## src/design/ckpd_pkg.sv

```systemverilog
// ----------------------------------------------------------------------------
// ckpd_pkg
// Shared types, constants and helpers of the checksummed packet deframer.
// ----------------------------------------------------------------------------
package ckpd_pkg;

   localparam int MAX_BODY_DEFAULT = 8192;
   localparam int BYTE_WIDTH       = 8;
   localparam int LEN_WIDTH        = 14;

   localparam logic [BYTE_WIDTH-1:0] CHAR_DOLLAR = 8'h24;
   localparam logic [BYTE_WIDTH-1:0] CHAR_HASH   = 8'h23;

   typedef enum logic [1:0] {
      PHASE_IDLE = 2'd0,
      PHASE_BODY = 2'd1,
      PHASE_DIG1 = 2'd2,
      PHASE_DIG2 = 2'd3
   } phase_type;

   typedef enum logic [1:0] {
      KIND_BYTE = 2'd0,
      KIND_GOOD = 2'd1,
      KIND_BAD  = 2'd2,
      KIND_DROP = 2'd3
   } kind_type;

   typedef struct packed {
      kind_type              kind;
      logic [BYTE_WIDTH-1:0] body_byte;
      logic [LEN_WIDTH-1:0]  body_length;
   } result_type;

   // Bit 4 set marks a byte that is not a hex digit.
   function automatic logic [4:0] hex_value(input logic [BYTE_WIDTH-1:0] c);
      logic [4:0] v;
      v = 5'h10;
      if (c >= 8'h30 && c <= 8'h39) begin
         v = {1'b0, c[3:0]};
      end else if ((c >= 8'h61 && c <= 8'h66) || (c >= 8'h41 && c <= 8'h46)) begin
         v = {1'b0, c[3:0] + 4'd9};
      end
      return v;
   endfunction

endpackage

```

## src/design/ckpd_input_stage.sv

```systemverilog
// ----------------------------------------------------------------------------
// ckpd_input_stage
// Input register: captures one received byte per transaction.
// ----------------------------------------------------------------------------
module ckpd_input_stage (
   input  logic                           clock,
   input  logic                           reset,
   input  logic                           req_valid,
   output logic                           req_ready,
   input  logic [ckpd_pkg::BYTE_WIDTH-1:0] req_byte_in,
   input  logic                           advance,
   output logic                           item_valid,
   output logic [ckpd_pkg::BYTE_WIDTH-1:0] item_byte
);
   import ckpd_pkg::*;

   logic                  valid_ff;
   logic                  valid_in;
   logic [BYTE_WIDTH-1:0] byte_ff;

   assign req_ready = !valid_ff || advance;
   assign valid_in  = req_ready ? req_valid : valid_ff;

   always_ff @(posedge clock) begin
      if (reset) begin
         valid_ff <= 1'b0;
      end else begin
         valid_ff <= valid_in;
      end
   end

   always_ff @(posedge clock) begin
      if (req_ready && req_valid) begin
         byte_ff <= req_byte_in;
      end
   end

   assign item_valid = valid_ff;
   assign item_byte  = byte_ff;

endmodule

```

## src/design/ckpd_framer.sv

```systemverilog
// ----------------------------------------------------------------------------
// ckpd_framer
// Framing state machine: tracks phase, checksum and length, builds results.
// ----------------------------------------------------------------------------
module ckpd_framer #(
   parameter int MAX_BODY = ckpd_pkg::MAX_BODY_DEFAULT
) (
   input  logic                            clock,
   input  logic                            reset,
   input  logic                            step,
   input  logic [ckpd_pkg::BYTE_WIDTH-1:0] item_byte,
   output logic                            result_valid,
   output ckpd_pkg::result_type            result
);
   import ckpd_pkg::*;

   localparam int CountWidth = $clog2(MAX_BODY + 1);
   localparam logic [CountWidth-1:0] MaxCount = CountWidth'(MAX_BODY);

   phase_type             phase_ff, phase_in;
   logic [BYTE_WIDTH-1:0] sum_ff, sum_in;
   logic [CountWidth-1:0] count_ff, count_in;
   logic [BYTE_WIDTH-1:0] digit_ff, digit_in;

   logic [CountWidth+LEN_WIDTH-1:0] count_ext;
   logic [LEN_WIDTH-1:0]            length;
   logic [4:0]                      hi, lo;

   assign count_ext = {{LEN_WIDTH{1'b0}}, count_ff};
   assign length    = count_ext[LEN_WIDTH-1:0];
   assign hi        = hex_value(digit_ff);
   assign lo        = hex_value(item_byte);

   always_ff @(posedge clock) begin
      if (reset) begin
         phase_ff <= PHASE_IDLE;
         sum_ff   <= '0;
         count_ff <= '0;
         digit_ff <= '0;
      end else begin
         phase_ff <= phase_in;
         sum_ff   <= sum_in;
         count_ff <= count_in;
         digit_ff <= digit_in;
      end
   end

   always_comb begin
      phase_in     = phase_ff;
      sum_in       = sum_ff;
      count_in     = count_ff;
      digit_in     = digit_ff;
      result_valid = 1'b0;
      result       = '{kind: KIND_BYTE, body_byte: '0, body_length: '0};
      if (step) begin
         unique case (phase_ff)
            PHASE_IDLE: begin
               if (item_byte == CHAR_DOLLAR) begin
                  sum_in   = '0;
                  count_in = '0;
                  phase_in = PHASE_BODY;
               end
            end
            PHASE_BODY: begin
               if (item_byte == CHAR_HASH) begin
                  phase_in = PHASE_DIG1;
               end else if (count_ff == MaxCount) begin
                  result_valid       = 1'b1;
                  result.kind        = KIND_DROP;
                  result.body_length = length;
                  phase_in           = PHASE_IDLE;
                  if (item_byte == CHAR_DOLLAR) begin
                     sum_in   = '0;
                     count_in = '0;
                     phase_in = PHASE_BODY;
                  end
               end else begin
                  sum_in           = sum_ff + item_byte;
                  count_in         = count_ff + 1'b1;
                  result_valid     = 1'b1;
                  result.kind      = KIND_BYTE;
                  result.body_byte = item_byte;
               end
            end
            PHASE_DIG1: begin
               digit_in = item_byte;
               phase_in = PHASE_DIG2;
            end
            PHASE_DIG2: begin
               phase_in           = PHASE_IDLE;
               result_valid       = 1'b1;
               result.body_length = length;
               if (!hi[4] && !lo[4] && {hi[3:0], lo[3:0]} == sum_ff) begin
                  result.kind = KIND_GOOD;
               end else begin
                  result.kind = KIND_BAD;
               end
            end
            default: begin
               phase_in = PHASE_IDLE;
            end
         endcase
      end
   end

endmodule

```

## src/design/ckpd_output_stage.sv

```systemverilog
// ----------------------------------------------------------------------------
// ckpd_output_stage
// Result register: holds one result until the consumer takes it.
// ----------------------------------------------------------------------------
module ckpd_output_stage (
   input  logic                            clock,
   input  logic                            reset,
   input  logic                            load,
   input  ckpd_pkg::result_type            result,
   output logic                            advance,
   output logic                            rsp_valid,
   input  logic                            rsp_ready,
   output logic [1:0]                      rsp_kind,
   output logic [ckpd_pkg::BYTE_WIDTH-1:0] rsp_body_byte,
   output logic [ckpd_pkg::LEN_WIDTH-1:0]  rsp_body_length
);
   import ckpd_pkg::*;

   logic       valid_ff;
   logic       valid_in;
   result_type result_ff;

   assign advance  = !valid_ff || rsp_ready;
   assign valid_in = advance ? load : valid_ff;

   always_ff @(posedge clock) begin
      if (reset) begin
         valid_ff <= 1'b0;
      end else begin
         valid_ff <= valid_in;
      end
   end

   always_ff @(posedge clock) begin
      if (advance && load) begin
         result_ff <= result;
      end
   end

   assign rsp_valid       = valid_ff;
   assign rsp_kind        = result_ff.kind;
   assign rsp_body_byte   = result_ff.body_byte;
   assign rsp_body_length = result_ff.body_length;

endmodule

```

## src/design/checksummed_packet_deframer.sv

```systemverilog
// An accepted byte passes the input register, then any result it gives the result register, on the rsp_ side.
// Throughput: one byte per cycle while no held result stalls the framer; the framing state advances once per byte.
// A held result stalls the input register only when both registers are full.
// Reset: synchronous, active high; clears phase, checksum, count, first digit
// and both register valid flags.
// ----------------------------------------------------------------------------
// checksummed_packet_deframer
// Deframes a '$'-opened, '#'-closed packet stream with a two-digit hex
// checksum; emits body bytes and a good, bad or dropped verdict per packet.
// ----------------------------------------------------------------------------
module checksummed_packet_deframer #(
   parameter int MAX_BODY = ckpd_pkg::MAX_BODY_DEFAULT
) (
   input  logic                            clock,
   input  logic                            reset,
   input  logic                            req_valid,
   output logic                            req_ready,
   input  logic [ckpd_pkg::BYTE_WIDTH-1:0] req_byte_in,
   output logic                            rsp_valid,
   input  logic                            rsp_ready,
   output logic [1:0]                      rsp_kind,
   output logic [ckpd_pkg::BYTE_WIDTH-1:0] rsp_body_byte,
   output logic [ckpd_pkg::LEN_WIDTH-1:0]  rsp_body_length
);
   import ckpd_pkg::*;

   logic                  advance;
   logic                  item_valid;
   logic [BYTE_WIDTH-1:0] item_byte;
   logic                  result_valid;
   result_type            result;

   ckpd_input_stage u_input (
      .clock       (clock),
      .reset       (reset),
      .req_valid   (req_valid),
      .req_ready   (req_ready),
      .req_byte_in (req_byte_in),
      .advance     (advance),
      .item_valid  (item_valid),
      .item_byte   (item_byte)
   );

   ckpd_framer #(
      .MAX_BODY (MAX_BODY)
   ) u_framer (
      .clock        (clock),
      .reset        (reset),
      .step         (item_valid && advance),
      .item_byte    (item_byte),
      .result_valid (result_valid),
      .result       (result)
   );

   ckpd_output_stage u_output (
      .clock           (clock),
      .reset           (reset),
      .load            (result_valid),
      .result          (result),
      .advance         (advance),
      .rsp_valid       (rsp_valid),
      .rsp_ready       (rsp_ready),
      .rsp_kind        (rsp_kind),
      .rsp_body_byte   (rsp_body_byte),
      .rsp_body_length (rsp_body_length)
   );

endmodule
```

## config.mk

```make
export PLATFORM = sky130hd
export DESIGN_NAME = checksummed_packet_deframer
export DESIGN_NICKNAME = d
export VERILOG_FILES = /design/src/design/ckpd_pkg.sv /design/src/design/ckpd_input_stage.sv /design/src/design/ckpd_framer.sv /design/src/design/ckpd_output_stage.sv /design/src/design/checksummed_packet_deframer.sv
export SDC_FILE = /design/constraint.sdc
export NUM_CORES = 1
export LEC_CHECK = 0
export ABC_AREA = 0
export BUFFER_PORTS_ARGS = -buffer_cell sky130_fd_sc_hd__buf_4
export CAP_MARGIN = 10
export CORE_MARGIN = 4
export CORE_UTILIZATION = 53
export DETAILED_ROUTE_END_ITERATION = 6
export PLACE_DENSITY = 0.76
export RECOVER_POWER = 100
export SLEW_MARGIN = 10
export SYNTH_ARGS = -nofsm -noshare
export SYNTH_HDL_FRONTEND = slang
export SYNTH_SLANG_ARGS = --single-unit
```

## constraint.sdc

```tcl
create_clock -name clock -period 2.4 [get_ports clock]
set_clock_uncertainty 0.2 [all_clocks]
set_input_delay 0.24 -clock clock [delete_from_list [all_inputs] [get_ports clock]]
set_output_delay 0.24 -clock clock [all_outputs]
set_load 0.01 [all_outputs]
```

==> run summary <==
Worst Setup Path Type -> reg2reg
Buffers on Ports -> 37
Wirelength per Cell -> 17.9 um
Drt via density -> 6.08
Synth Warn # -> 0
TritonCTS Buffers -> 9
Final WS setup -> -0.197 ns
Cell taking the most area after synthesis -> edfxtp_1
Yosys reg bits -> 66
First-pass DRT Iterations -> 5
Die area -> 0.00820 sq mm
Post-synth ARST share -> 0%
Total power -> 0.00254 W
FP Rows -> 29
All-layer global routing usage -> 24.1%
Most frequent cells in the layout -> buf_4, nor2_1, dfxtp_1, edfxtp_1, clkbuf_1
Post-synth EDFFs -> 32
GP Congestion -> 0.952
Fmax -> 385 MHz
Failing checks -> setup timing
Hold Crit Class -> in2reg
DP Wirelength -> 6.50 mm
Vias in the first global route -> 3,259
Crit path launch -> u_framer.digit_ff[3]
Max-Cap Viols -> 0
Setup WS pre-CTS -> -0.299 ns
Final ANT Viol Nets -> 0
Die H -> 90.5 um
Lkg Pwr -> 1.86 nW
Syn Nets -> 405
Post-synth top area share -> 26.6%
First-pass GRT wire length -> 15.9 mm
CP max FO -> 6
Share of cells above drive strength 1 -> 27.9%
RSZ-0062 raised after global routing -> true
Critical Path RT -> 2.32 ns
Top_reg_cell synth -> dfxtp_1
Core Util, Final -> 76.4%
Clock latency on the worst-skew pair -> 0.36 ns
Netlist Area Pre-Place -> 0.00361 sq mm
Largest net degree at the start of global routing -> 35
CTS tree -> yes
Rel. slew slack -> 52.6%
Worst-Margin Slew -> 0.705 ns
Crit path time final -> 2.60 ns
Core ar. -> 0.00649 sq mm
Initial antenna violation count -> 0
Gr ovfl total -> 0
DRC -> 0
Worst EP arrival -> 2.52 ns
Pins over their slew limit -> 0
DR iter-0 viols -> 326
Setup-failing EPs final -> 19
Worst-path clk slew -> 0.08 ns
Clk buf depth -> 2
Vias -> 3,430
I/O pin count -> 38
Placed inst area -> 0.00435 sq mm
Distinct cells, synth -> 65
Mapped Cells -> 376
Final nets -> 511
Commonest non-fill, non-tap cell in the layout -> buf_4
Synth area leaders -> edfxtp_1, dfxtp_1, ha_1
Root Driver -> clkbuf_8
Post-route design area -> 0.00496 sq mm
Status -> complete, but fails checks
Htree depth -> 3
Antenna cells -> 0
PD cells -> 512 mW/mm^2
Detailed Route WL -> 10.1 mm
FF-to-FF Start -> u_framer.digit_ff[3]
Worst setup EP type -> flip-flop
Sink Count -> 66
Avg Cell Area, Syn -> 9.60 sq um
Starting Density -> 55.6%
Final period util -> 108%
Fin. Hold Viols -> 0
VDD IR max -> 0.000520 V
Crit start category -> flip-flop
Die W -> 90.5 um
Hold_sp -> rsp_ready
Synth-to-layout area growth -> 37.4%
Seq/Total Area, Yosys -> 45.5%
## final timing paths
path | end | slack, ns | cells past startpoint
setup / recovery | u_output.rsp_kind[1] | -0.20 | 6
hold / removal | u_input.item_valid | 0.02 | 3
setup reg to reg | u_output.rsp_kind[1] | -0.20 | 6
hold reg to reg | u_framer.digit_ff[5] | 0.32 | 2
## critical path, cell delays in order (launching register included)
cell and delay, ns:
dfxtp_1 0.31, or4b_1 0.65, nor4_1 0.43, o21ai_0 0.18, a211oi_1 0.25, nand4_1 0.16
and2_1 0.17
## flip-flops by register name, indices dropped and copies added (netlist names), named ones only
signal                    count
u_framer.count_ff            14
u_framer.digit_ff             8
u_framer.phase_ff             1
u_framer.sum_ff               8
u_input.item_byte             8
u_input.item_valid            1
u_output.rsp_body_byte        8
u_output.rsp_body_length     14
u_output.rsp_kind             2
u_output.rsp_valid            1
## layout make-up
cell class / instances / area [sq um]
clock buffers: 10 / 138
clock inverters: 6 / 88.8
well taps: 77 / 96.3
multi-input cells: 275 / 2110
flip-flops and latches: 66 / 1640
repair buffers: 110 / 813
inverters: 20 / 75.1
fillers: 439 / 1530
## layer usage
metal / routed length, um / global-route usage (%) / vias to the layer above
met1: 4040 / 29.9 / 1631
met3: 743 / 5.83 / 37
met5: 0 / 0 / -
met4: 327 / 9.31 / 0
met2: 4980 / 40.4 / 148
li1: - / - / 1614
## cell families after synthesis
| group | after synthesis | share of synthesized area [%] |
|---|---|---|
| AOI/OAI and AO/OA | 90 | 17.1 |
| xor gates and xnor gates | 4 | 0.970 |
| adders and majority gates | 17 | 6.10 |
| buffers and inverters | 36 | 4.02 |
| DFF | 66 | 45.5 |
| muxes | 8 | 2.25 |
| and+or+nand+nor | 155 | 24.1 |
## stage by stage
step	hold WS, ns	TNS [ns]	std cells
floorplan	0.139	-0.148	376
global placement	0.218	-0.340	524
detailed placement	0.219	-0.625	524
CTS	0.0147	-0.367	554
global route	0.0317	-2.79	564
finish	0.0192	-1.63	564
## power by group
part           switching [W]  internal, W  total [W]
registers          0.0000161      0.00119    0.00121
logic               0.000134     0.000129   0.000264
clock network       0.000457     0.000615    0.00107
## what timing repair did
item,CTS,global route
gates resized for setup,20,42
endpoints found under the hold margin,9,0
gates cloned,1,0
pin swaps,14,36
setup buffers,4,10
endpoints found under the setup margin,6,33
hold buffers,9,0
## cells in the mapped netlist (3+ instances only)
library cell and n:
nor3_1 9, buf_2 5, nand4_1 4, nand3_1 8
and3_1 5, nor2b_1 4, a22oi_1 5, ha_1 16
nand2_1 15, inv_1 20, nor2_1 46, nor4_1 4
a211oi_1 9, edfxtp_1 32, clkbuf_1 10, nor4b_1 5
mux2i_1 7, a31oi_1 5, o211ai_1 3, and4_1 4
dfxtp_1 34, a21oi_1 24, o21ai_0 14, o31ai_1 3
or3_1 8, nand3b_1 7, and2_1 21, o21bai_1 4
No activity file was read; power rests on OpenSTA's default activity.
